==> src/fcl_ram.sv <==
// fcl_ram: generic single-port-write, single-read RAM, registered read.
// No dependencies.
`default_nettype none
module fcl_ram #(
  parameter int WIDTH = 16,
  parameter int DEPTH = 256
) (
  input  wire logic                     clk,
  input  wire logic                     we,
  input  wire logic [$clog2(DEPTH)-1:0] waddr,
  input  wire logic [WIDTH-1:0]         wdata,
  input  wire logic [$clog2(DEPTH)-1:0] raddr,
  output logic      [WIDTH-1:0]         rdata
);
  logic [WIDTH-1:0] mem [DEPTH];
  always_ff @(posedge clk) begin
    if (we) begin
      mem[waddr] <= wdata;
    end
    rdata <= mem[raddr];
  end
endmodule
`default_nettype wire

==> config.mk <==
export PLATFORM = sky130hd
export DESIGN_NAME = fcl_ram
export DESIGN_NICKNAME = d
export VERILOG_FILES = /design/src/fcl_ram.sv
export SDC_FILE = /design/constraint.sdc
export NUM_CORES = 2
export LEC_CHECK = 0
export CORE_ASPECT_RATIO = 1.2
export CORE_MARGIN = 2
export CORE_UTILIZATION = 35
export CTS_CLUSTER_DIAMETER = 50
export DETAILED_ROUTE_END_ITERATION = 10
export DONT_BUFFER_PORTS = 1
export HOLD_SLACK_MARGIN = 0.12
export PLACE_DENSITY = 0.49
export SLEW_MARGIN = 20
export SYNTH_ARGS = -nofsm -noshare
export SYNTH_HDL_FRONTEND = slang
export SYNTH_SLANG_ARGS = --single-unit
==> constraint.sdc <==
create_clock -name clk -period 2.4 [get_ports clk]
set_input_delay 0.36 -clock clk [delete_from_list [all_inputs] [get_ports clk]]
set_output_delay 0.36 -clock clk [all_outputs]
set_load 0.05 [all_outputs]
==> flow_summary.toml <==
[yosys]
synth_seq_cells = 4112
synth.distinct_cells = 52
yosysMostFrequentCell = "edfxtp_1"
synth_area_leaders = "edfxtp_1, mux4_2, mux2i_1"
synthFlopType = "edfxtp_1"
synth_area_um2 = 159000
avgSynthCellArea_um2 = 21.6
seq_area_frac_synth = 0.777
netlist.area_leader.share = 0.775
yosysTopAreaCell = "edfxtp_1"
ys_warn_count = 0
async_reset_ff_frac = 0
synth_edf_count = 4096
synth_common_cells = "edfxtp_1, mux4_2, mux2i_1"
syn-instance-count = 7360
syn_nets = 7394

[sta]
tns_ns = -0.0114
clock_skew_ns = 0.0418
max_slew_margin = 0.0407
rsz0062_at_grt = "true"
setup_violations = 2
timing.hold.ws_ns = -0.482
fin_crit_ns = 2.41
hold_violations = 1972
fmax_mhz = 415
fin_crit_sh = 1.00
slew_viol_final = 0
tightest_slew_ns = 1.44
setup_slack_ns = -0.0101

[worst_setup_path]
critical_path_depth = 7
worstSetupEndpointType = "flip-flop"
slowest_stage = "mux4_2"
path_delay_family = "multiplexers"
reg2reg_depth = 7
endpoint = "rdata[5]$_DFF_P_"
cp-start-kind = "flip-flop"
critPathLaunch = "mem[3][5]$_DFFE_PP_"
worstPathArrival_ns = 3.31
critical_path.cell_chain = "mux4_2, mux2_2, a22oi_2, nand2_2, o32ai_1, buf_4, nor4_1"
crit_buf_inv = 1
crit_required_ns = 3.30
cpPeakStageDelay_ns = 0.48
crit_path_max_fanout = 1
reg2reg_to = "rdata[5]$_DFF_P_"
regToRegStartpoint = "mem[3][5]$_DFFE_PP_"
crit_type = "reg2reg"
rrSetupSlack_ns = -0.01

[floorplan]
num_rows = 270
die_y_um = 742
core_um2 = 451000
io_pins = 50
die_w_um = 619
die-area_um2 = 459000
initial_utilization = 0.352

[clocking]
clockBufferDepth = 4
clkTransAtPathRegs_ns = 0.06
h-tree-depth = 5
worstSkewPairLatency_ns = 1.01
clock_sinks = 4112
cts_tree = "done"
clockRootBuffer = "clkbuf_16"
cts_buffers = 439

[route]
first_pass_iters = 5
ant_nets = 0
dr_total_vias = 79700
routed_wl_um = 468000
via_per_inst = 5.48
drt_iter0_markers = 9853
drc = 0
wl_per_cell_um = 32.2

[finish]
final_cells = 14500
stdcell_area_um2 = 189000
fin_util = 0.419
syn_to_final_growth_pct = 18.9
nNetsFinal = 8200
drive_gt1_frac = 0.297

[grt]
gr-total-overflow = 0
grt_pass1_wl_um = 646000
grt_pass1_vias = 80800
grt_max_degree = 738
gr-usage-all-layers = 0.198
antenna_found_initial = 20

[placement]
gp_congestion = 0.832
dp.cells = 13600
hpwl_um = 247000
numPortBuffers = 0
pre_cts_slack_ns = -3.98
dpl_cell_area_um2 = 172000

[power]
leakage_nw = 60.0
ir_worst_vdd_uv = 562
power-per-cell-area_nw_per_um2 = 813
finalPower_mw = 153

[hold_path]
worstHoldPathType = "in2reg"

[status]
status = "finished with violations"
violations = "hold timing, setup timing"

[run]
drv_cap = 0
==> timing repair <==
item	CTS	global route
setup buffers	8	13
resized for setup	75	71
pin swaps	3	13
hold endpoints to repair	5518	3853
endpoints found under the setup margin	16	16
hold buffers	23	1
cloned	35	18
==> power by group <==
part / switching (mW) / internal [mW]
Clock: 28.4 / 38.5
Sequential: 0.384 / 79.2
Combinational: 3.83 / 3.10
==> final cells by class <==
| class | count | area [µm²] |
|---|---|---|
| Fill cell | 39200 | 262000 |
| Multi-Input combinational cell | 2792 | 33800 |
| Timing Repair Buffer | 817 | 9940 |
| Antenna cell | 14 | 35.0 |
| Tap cell | 5984 | 7490 |
| Clock inverter | 268 | 2610 |
| Sequential cell | 4112 | 123000 |
| Clock buffer | 550 | 11600 |
| Inverter | 4 | 27.5 |
==> worst reg2reg max path, stage by stage (launching register included) <==
cell,delay (ns)
edfxtp_1,0.37
mux4_2,0.48
mux2_2,0.30
a22oi_2,0.31
nand2_2,0.21
o32ai_1,0.33
buf_4,0.23
nor4_1,0.09
==> metal layers <==
metal / share of wire / vias up / GRT usage
met3: 0.065 / 600 / 0.0331
met5: 0.000026 / - / 0
li1: - / 33100 / -
met2: 0.49 / 2715 / 0.327
met1: 0.41 / 43400 / 0.268
met4: 0.034 / 2 / 0.0635
==> cells by family after synthesis <==
group,Yosys count,share of synthesized area
AOI/OAI and AO/OA,786,0.0354
DFF,4112,0.777
buffers and inverters,456,0.0169
and+or+nand+nor,556,0.0157
muxes,1450,0.155
==> sequential cells by signal, summed over array words and instances (netlist names) <==
| name | count |
|---|---|
| mem | 4096 |
| rdata | 16 |
==> placed cells by master (no fill, tap or decap), drive strengths merged, types with 26 or more instances in the layout <==
master / netlist / layout
nor2: 304 / 304
nor3: 92 / 92
inv: 4 / 29
a21oi: 175 / 175
buf: 222 / 751
nand2: 38 / 38
clkbuf: 230 / 568
mux2: 88 / 88
a221oi: 28 / 28
o22ai: 148 / 148
a22o: 32 / 32
o21ai: 38 / 38
nand3: 35 / 35
edfxtp: 4096 / 4096
bufinv: 0 / 40
o221ai: 253 / 253
a22oi: 43 / 43
mux2i: 565 / 565
clkinv: 0 / 188
mux4: 797 / 797
nand4: 26 / 26
==> how the worst min path moves through the flow <==
stage | startpoint | endpoint | cells after the start
floorplan | wdata[0] | mem[0][0]$_DFFE_PP_ | 0
global placement | wdata[1] | mem[159][1]$_DFFE_PP_ | 0
detailed placement | wdata[1] | mem[159][1]$_DFFE_PP_ | 0
CTS | wdata[1] | mem[159][1]$_DFFE_PP_ | 0
global route | wdata[15] | mem[180][15]$_DFFE_PP_ | 0
finish | wdata[1] | mem[159][1]$_DFFE_PP_ | 0
No activity file was read; power rests on OpenSTA's default activity.
