===== config.mk =====
export PLATFORM = sky130hd
export DESIGN_NAME = fcl_cell
export DESIGN_NICKNAME = d
export VERILOG_FILES = /design/src/fcl_pkg.sv /design/src/fcl_cell.sv
export SDC_FILE = /design/constraint.sdc
export NUM_CORES = 1
export LEC_CHECK = 0
export BUFFER_PORTS_ARGS = -buffer_cell sky130_fd_sc_hd__buf_2
export CAP_MARGIN = 30
export CORE_MARGIN = 4
export CORE_UTILIZATION = 45
export CTS_CLUSTER_DIAMETER = 40
export CTS_CLUSTER_SIZE = 30
export DETAILED_ROUTE_END_ITERATION = 8
export PLACE_DENSITY = 0.73
export SYNTH_ARGS = -nofsm -noshare
export SYNTH_HDL_FRONTEND = slang
export SYNTH_SLANG_ARGS = --single-unit

===== constraint.sdc =====
create_clock -name clk -period 2.8 [get_ports clk]
set_clock_uncertainty 0.2 [all_clocks]
set_input_delay 0.28 -clock clk [delete_from_list [all_inputs] [get_ports clk]]
set_output_delay 0.28 -clock clk [all_outputs]
set_load 0.01 [all_outputs]

===== src/fcl_pkg.sv =====
// fcl_pkg: shared types and constants of the fully connected layer.
// No dependencies.
`default_nettype none
package fcl_pkg;
  localparam logic [1:0] CMD_WEIGHT = 2'd0;
  localparam logic [1:0] CMD_BIAS   = 2'd1;
  localparam logic [1:0] CMD_FWD    = 2'd2;
  localparam logic [1:0] CMD_BWD    = 2'd3;
  localparam int ACC_W = 40;
  localparam logic CFG_IN_SIZE  = 1'b0;
  localparam logic CFG_OUT_SIZE = 1'b1;
  typedef logic signed [ACC_W-1:0] acc_t;
  typedef logic signed [15:0] q88_t;
endpackage
`default_nettype wire


===== src/fcl_cell.sv =====
// fcl_cell: one accumulator of the row; adds the product it is given when
// its add input is set, and takes its neighbour's contents along the chain on drain.
// Depends on fcl_pkg.
`default_nettype none
module fcl_cell (
  input  wire logic        clk,
  input  wire logic        add,
  input  wire logic signed [31:0] prod,
  input  wire logic        shift,
  input  wire logic        clear,
  input  wire fcl_pkg::acc_t nbr,
  output fcl_pkg::acc_t    acc
);
  import fcl_pkg::*;
  always_ff @(posedge clk) begin
    if (clear) begin
      acc <= '0;
    end else if (shift) begin
      acc <= nbr;
    end else if (add) begin
      acc <= acc + acc_t'(prod);
    end
  end
endmodule
`default_nettype wire


==> impl_metrics.json, run 1 <==
{
  "status": "complete, no violations",
  "place_congestion": 0.978,
  "power_density_nw_per_um2": 417,
  "nets": 853,
  "largestRegisters": "acc (40)",
  "synth_sequential_area_ratio": 0.188,
  "syn_to_final_growth_pct": 32.6,
  "cts_root_buf": "sky130_fd_sc_hd__clkbuf_8",
  "port_buffers": 115,
  "fin_crit_ps": 2750,
  "max-cap-violations": 0,
  "drt_pre_antenna_iters": 5,
  "timing.hold.worst.class": "input port to flip-flop",
  "worstPathMaxFanout": 6,
  "routed_length_per_instance_um": 17.4,
  "worst-endpoint-arrival_ps": 2730,
  "postSynthNetCount": 701,
  "grt.total_usage": 0.262,
  "clkLatencyLatePin_ps": 300,
  "relSlewSlack": 0.570,
  "largest_register_ffs": 40,
  "crit_type": "flip-flop to flip-flop",
  "timing.reg2reg.worst_path_depth": 11,
  "design.core.area_um2": 9240,
  "chipWidth_um": 105,
  "setup_violations": 0,
  "antenna_found_initial": 0,
  "grt_start_max_net_pins": 42,
  "ctsHtreeMaxLevel": 2,
  "synth_top_cells_by_area": "sky130_fd_sc_hd__dfxtp_1 (19%), sky130_fd_sc_hd__ha_1 (11%), sky130_fd_sc_hd__a21oi_1 (8.7%)",
  "grt_first_pass_wirelength_um": 24400,
  "postRouteWirelength_um": 15100,
  "cts_inserted_buffers": 5,
  "met3_usage": 0.0331,
  "maxSlewViolCount": 0,
  "grt_util_met2": 0.435,
  "dp.final_hpwl_um": 11600,
  "cts-hold-fix-buffers": 0,
  "n_antenna_cell": 0,
  "cell_taking_the_most_area_after_synthesis": "sky130_fd_sc_hd__dfxtp_1",
  "synth.most_common_cell": "sky130_fd_sc_hd__a21oi_1",
  "globalRouteOverflowTotal": 0,
  "synthesis.area_um2": 4260,
  "holdPathStages": 3,
  "path_clk_slew_ps": 80,
  "final_core_util": 0.611,
  "fin_crit_sh": 0.983,
  "avgViaCountPerCell": 6.02,
  "rsz0062_at_grt": "yes",
  "static_leakage_power_uw": 0.00273,
  "regMostFlops": "acc",
  "die_height_um": 105,
  "grt_busiest_layer": "met2",
  "synthesis.area_per_instance_um2": 7.28,
  "fraction_of_final_layout_cells_sized_beyond_drive_strength_1": 0.317,
  "synthCells": 585,
  "netlist.area_leader.share": 0.188,
  "cts-root-to-sink-buffers": 2,
  "async_flop_share": 0,
  "synth_edf_count": 0,
  "tightest_slew_ps": 642,
  "startpoint_type": "flip-flop",
  "setup_tns_ps": 0,
  "max_clock_freq_mhz": 363,
  "synth-warning-count": 0,
  "dominantRegCellSynth": "sky130_fd_sc_hd__dfxtp_1",
  "die-area_um2": 11100,
  "ioPinCount": 116,
  "first_global_vias": 5036,
  "total_drc_errors_in_the_routed_layout": 0,
  "drt_first_iter_violations": 332,
  "fp_rows": 35,
  "cts_tree": "built",
  "critical_path.endpoint_type": "flip-flop",
  "synth-seq-cells": 40,
  "post_synth_num_cell_types": 64,
  "grt_util_met1": 0.355,
  "synth.cells.most_frequent": "sky130_fd_sc_hd__a21oi_1 (74), sky130_fd_sc_hd__nor2_1 (57), sky130_fd_sc_hd__nand2_1 (43)",
  "postRouteAntennaNets": 0,
  "cts.sink_count": 40,
  "vias": 5218,
  "cp.required_ps": 2780,
  "timing_hold_violations_final": 0,
  "initial_utilization": 0.461,
  "ir_worst_vdd_mv": 0.256
}
[metal layers]
metal | up-vias | share of wire
li1 | 2518 | -
met1 | 2455 | 0.45
met2 | 225 | 0.47
met3 | 20 | 0.065
met4 | 0 | 0.016
met5 | - | 0
[final timing paths]
check | startpoint | to | slack, ps
worst min-delay path | nbr[3] | acc[3]$_SDFFE_PP0P_ | 10
worst max register to register | acc[14]$_SDFFE_PP0P_ | acc[26]$_SDFFE_PP0P_ | 50
worst max-delay path | acc[14]$_SDFFE_PP0P_ | acc[26]$_SDFFE_PP0P_ | 50
worst min register to register | acc[19]$_SDFFE_PP0P_ | acc[19]$_SDFFE_PP0P_ | 330
[cell type report]
class	count	area [µm²]
multi-input cells	495	3470
clock buffers	8	90.1
fillers	890	3600
repair buffers	178	1060
inverters	17	63.8
well taps	129	161
flip-flops and latches	40	807
[cell usage in the layout, fill, tap and decap left out, types with 4 or more instances in the layout]
cell,synthesis,final
sky130_fd_sc_hd__buf_4,0,61
sky130_fd_sc_hd__a31oi_1,8,7
sky130_fd_sc_hd__nor3_1,24,22
sky130_fd_sc_hd__o31ai_1,4,4
sky130_fd_sc_hd__or4_1,4,4
sky130_fd_sc_hd__nor2_1,57,56
sky130_fd_sc_hd__inv_1,17,16
sky130_fd_sc_hd__a21o_1,29,29
sky130_fd_sc_hd__and3_1,16,16
sky130_fd_sc_hd__a211oi_1,15,13
sky130_fd_sc_hd__o21bai_1,9,9
sky130_fd_sc_hd__nor2b_1,5,4
sky130_fd_sc_hd__dfxtp_1,40,35
sky130_fd_sc_hd__or3_1,10,7
sky130_fd_sc_hd__dfxtp_2,0,5
sky130_fd_sc_hd__clkbuf_8,0,6
sky130_fd_sc_hd__mux2i_1,9,9
sky130_fd_sc_hd__o21a_1,14,14
sky130_fd_sc_hd__ha_1,39,30
sky130_fd_sc_hd__ha_4,0,7
sky130_fd_sc_hd__a21oi_1,74,71
sky130_fd_sc_hd__or3_4,1,4
sky130_fd_sc_hd__nand4_1,10,10
sky130_fd_sc_hd__o31a_1,4,4
sky130_fd_sc_hd__xnor2_1,9,8
sky130_fd_sc_hd__o211ai_1,8,8
sky130_fd_sc_hd__a21oi_2,1,4
sky130_fd_sc_hd__nand2_1,43,42
sky130_fd_sc_hd__o21ai_0,28,22
sky130_fd_sc_hd__buf_2,4,115
sky130_fd_sc_hd__xor2_1,5,5
sky130_fd_sc_hd__o21ai_1,1,6
sky130_fd_sc_hd__nand3_1,12,12
[what timing repair did]
action	4_1_cts	5_1_grt
endpoints found under the setup margin	6	24
setup buffers	0	2
gates cloned	0	0
resized for setup	5	43
pin swaps	2	43
[critical path: stages, from the launching register on]
cell,delay (ps)
sky130_fd_sc_hd__dfxtp_1,340
sky130_fd_sc_hd__ha_1,290
sky130_fd_sc_hd__buf_4,160
sky130_fd_sc_hd__nand2_1,180
sky130_fd_sc_hd__or3_4,170
sky130_fd_sc_hd__nor2_2,40
sky130_fd_sc_hd__a221oi_4,290
sky130_fd_sc_hd__buf_6,150
sky130_fd_sc_hd__a211oi_4,50
sky130_fd_sc_hd__or3_1,420
sky130_fd_sc_hd__a31oi_2,250
sky130_fd_sc_hd__nor3_1,70
[report_power, final]
group / internal [µW] / leakage, µW / switching [µW]
Clock: 202 / 0.0000455 / 228
Sequential: 628 / 0.000334 / 51.5
Combinational: 564 / 0.00235 / 678
Total: 1390 / 0.00273 / 957
[logic make-up (layout without fill, tap and decap cells)]
kind of cell,after synthesis,in the layout,share of synthesized area
AO/OA/AOI/OAI,234,234,0.368
AND/OR/NAND/NOR,195,195,0.221
buffers and inverters,50,203,0.0453
adder cells (fa/ha/maj),40,40,0.119
flip-flops,40,40,0.188
XOR/XNOR,14,14,0.0288
multiplexers,12,12,0.0291
[metrics by stage]
step	area [µm²]	hold slack (ps)	power [µW]	worst slack, ps	std cells
2_1_floorplan	4260	223	1410	65.4	585
3_3_place_gp	5320	304	1810	-84.3	857
3_5_place_dp	5320	309	1840	-144	857
4_1_cts	5430	13.7	2270	-32.8	865
5_1_grt	5640	22.5	2510	-91.8	867
6_report	5640	10.6	2350	47.3	867
(Power assumes the default switching activity.)
==> run 2, diff against run 1 <==
HOLD_SLACK_MARGIN = 0.1   (was not set)
==> impl_metrics.json, run 2 (synthesis gave the netlist of run 1 again) <==
{
  "status": "complete, no violations",
  "postRouteAntennaNets": 0,
  "design.core.area_um2": 9240,
  "cp_cell_sequence": "ha_1, buf_4, nand2_1, or3_4, nor2_2, a221oi_4, buf_6, a211oi_4, or3_1, a31oi_2, nor3_1",
  "fraction_of_final_layout_cells_sized_beyond_drive_strength_1": 0.307,
  "crit-reg2reg-launch": "acc[14]$_SDFFE_PP0P_",
  "n_antenna_cell": 0,
  "fin_crit_sh": 0.986,
  "regMostFlops": "acc",
  "dp_cells": 857,
  "timing.reg2reg.worst_path_depth": 11,
  "cp-endpoint": "acc[26]$_SDFFE_PP0P_",
  "fp_rows": 35,
  "worst-endpoint-arrival_ps": 2740,
  "cp-startpoint": "acc[14]$_SDFFE_PP0P_",
  "timing_hold_violations_final": 0,
  "max_clock_freq_mhz": 362,
  "flop2flop_setup_slack_ps": 40,
  "ioPinCount": 116,
  "crit_type": "flip-flop to flip-flop",
  "syn_to_final_growth_pct": 40.7,
  "largest_stage_delay_on_the_critical_path_ps": 410,
  "vias": 5394,
  "total_drc_errors_in_the_routed_layout": 0,
  "first_global_vias": 5255,
  "postRouteWirelength_um": 15900,
  "clkLatencyLatePin_ps": 300,
  "nets": 886,
  "cts.sink_count": 40,
  "maxSlewViolCount": 0,
  "setup_violations": 0,
  "critical_path.endpoint_type": "flip-flop",
  "setup_tns_ps": 0,
  "internal_uw": 1430,
  "tightest_slew_ps": 636,
  "die-area_um2": 11100,
  "max_stage_delay_cell_worst_path": "sky130_fd_sc_hd__or3_1",
  "path_clk_slew_ps": 90,
  "final_area_um2": 5990,
  "fin_crit_ps": 2760,
  "place_congestion": 0.978,
  "cp.required_ps": 2780,
  "timing.hold.worst.class": "input port to flip-flop",
  "most_used_cells_in_the_layout_excluding_fill_and_tap_cells": "sky130_fd_sc_hd__buf_2 (115), sky130_fd_sc_hd__a21oi_1 (71), sky130_fd_sc_hd__buf_4 (62), sky130_fd_sc_hd__nor2_1 (56), sky130_fd_sc_hd__nand2_1 (42)",
  "grt_first_pass_wirelength_um": 25400,
  "drt_pre_antenna_iters": 5,
  "share_clk_of_total_power": 0.180,
  "largest_register_ffs": 40,
  "p_sw_uw": 977,
  "grt_start_max_net_pins": 42,
  "static_leakage_power_uw": 0.00287,
  "cts-root-to-sink-buffers": 2,
  "ctsHtreeMaxLevel": 2,
  "power_density_nw_per_um2": 401,
  "largestRegisters": "acc (40)",
  "ir_worst_vdd_mv": 0.261,
  "cts_tree": "built",
  "cts_inserted_buffers": 5,
  "power_frac_seq": 0.283,
  "startpoint_type": "flip-flop",
  "chipWidth_um": 105,
  "globalRouteOverflowTotal": 0,
  "rsz0062_at_grt": "yes",
  "relSlewSlack": 0.574,
  "finalPower_uw": 2400,
  "initial_utilization": 0.461,
  "worstPathMaxFanout": 6,
  "dp.final_hpwl_um": 11600,
  "antenna_found_initial": 0,
  "avgViaCountPerCell": 5.99,
  "final_cell_count_no_fill": 900,
  "switching_share_of_power": 0.406,
  "dpl_cell_area_um2": 5320,
  "layout.cells.most_common": "sky130_fd_sc_hd__buf_2",
  "cts_root_buf": "sky130_fd_sc_hd__clkbuf_8",
  "crit-reg2reg-capture": "acc[26]$_SDFFE_PP0P_",
  "port_buffers": 115,
  "proportion_of_power_drawn_by_combinational_gates": 0.537,
  "drt_first_iter_violations": 342,
  "routed_length_per_instance_um": 17.6,
  "die_height_um": 105,
  "grt.total_usage": 0.273,
  "max-cap-violations": 0
}
run 2: final cells by class:
class | count | area [µm²]
Tap cell | 129 | 161
Timing Repair Buffer | 211 | 1380
Multi-Input combinational cell | 495 | 3480
Fill cell | 836 | 3250
Inverter | 17 | 63.8
Sequential cell | 40 | 807
Clock buffer | 8 | 90.1
run 2: routing by layer:
metal / vias up / global-route usage / share of wire
li1: 2575 / - / -
met1: 2514 / 0.360 / 0.43
met2: 264 / 0.458 / 0.47
met3: 41 / 0.0349 / 0.072
met4: 0 / 0.0965 / 0.024
met5: - / 0 / 0
run 2: worst min-delay path by stage:
stage | start | to | slack (ps) | depth (start not counted)
global route | nbr[28] | acc[28]$_SDFFE_PP0P_ | 150 | 3
floorplan | nbr[4] | acc[4]$_SDFFE_PP0P_ | 220 | 2
global placement | acc[19]$_SDFFE_PP0P_ | acc[19]$_SDFFE_PP0P_ | 300 | 2
detailed placement | acc[19]$_SDFFE_PP0P_ | acc[19]$_SDFFE_PP0P_ | 310 | 2
finish | nbr[28] | acc[28]$_SDFFE_PP0P_ | 130 | 3
CTS | nbr[28] | acc[28]$_SDFFE_PP0P_ | 110 | 3
run 2: power groups by stage:
stage	Sequential [µW]	Clock, µW	Combinational, µW
2_1_floorplan	706	0	703
3_3_place_gp	683	0	1130
3_5_place_dp	686	0	1150
4_1_cts	673	435	1200
5_1_grt	690	467	1410
6_report	680	433	1290
run 2: through the flow:
stage | worst slack [ps] | hold WS (ps) | utilization
after floorplan | 65.4 | 223 | -
after global placement | -84.3 | 304 | 0.576
final | 39.0 | 129 | 0.648
after detailed placement | -144 | 309 | 0.576
after CTS | -32.8 | 111 | 0.623
after global routing | -94.8 | 148 | 0.648
run 2: critical path, delay by kind of cell, from the launching register on:
| family | cells | cell delay (ps) |
|---|---|---|
| AOI/OAI and AO/OA | 3 | 600 |
| buffers and inverters | 2 | 320 |
| DFF | 1 | 340 |
| and+or+nand+nor | 5 | 870 |
| adders and majority gates | 1 | 300 |
run 2: timing repair:
item,CTS,global route
setup buffers,0,3
endpoints found under the hold margin,32,0
resized for setup,5,45
endpoints found under the setup margin,6,24
pin swaps,2,47
hold buffers,32,0
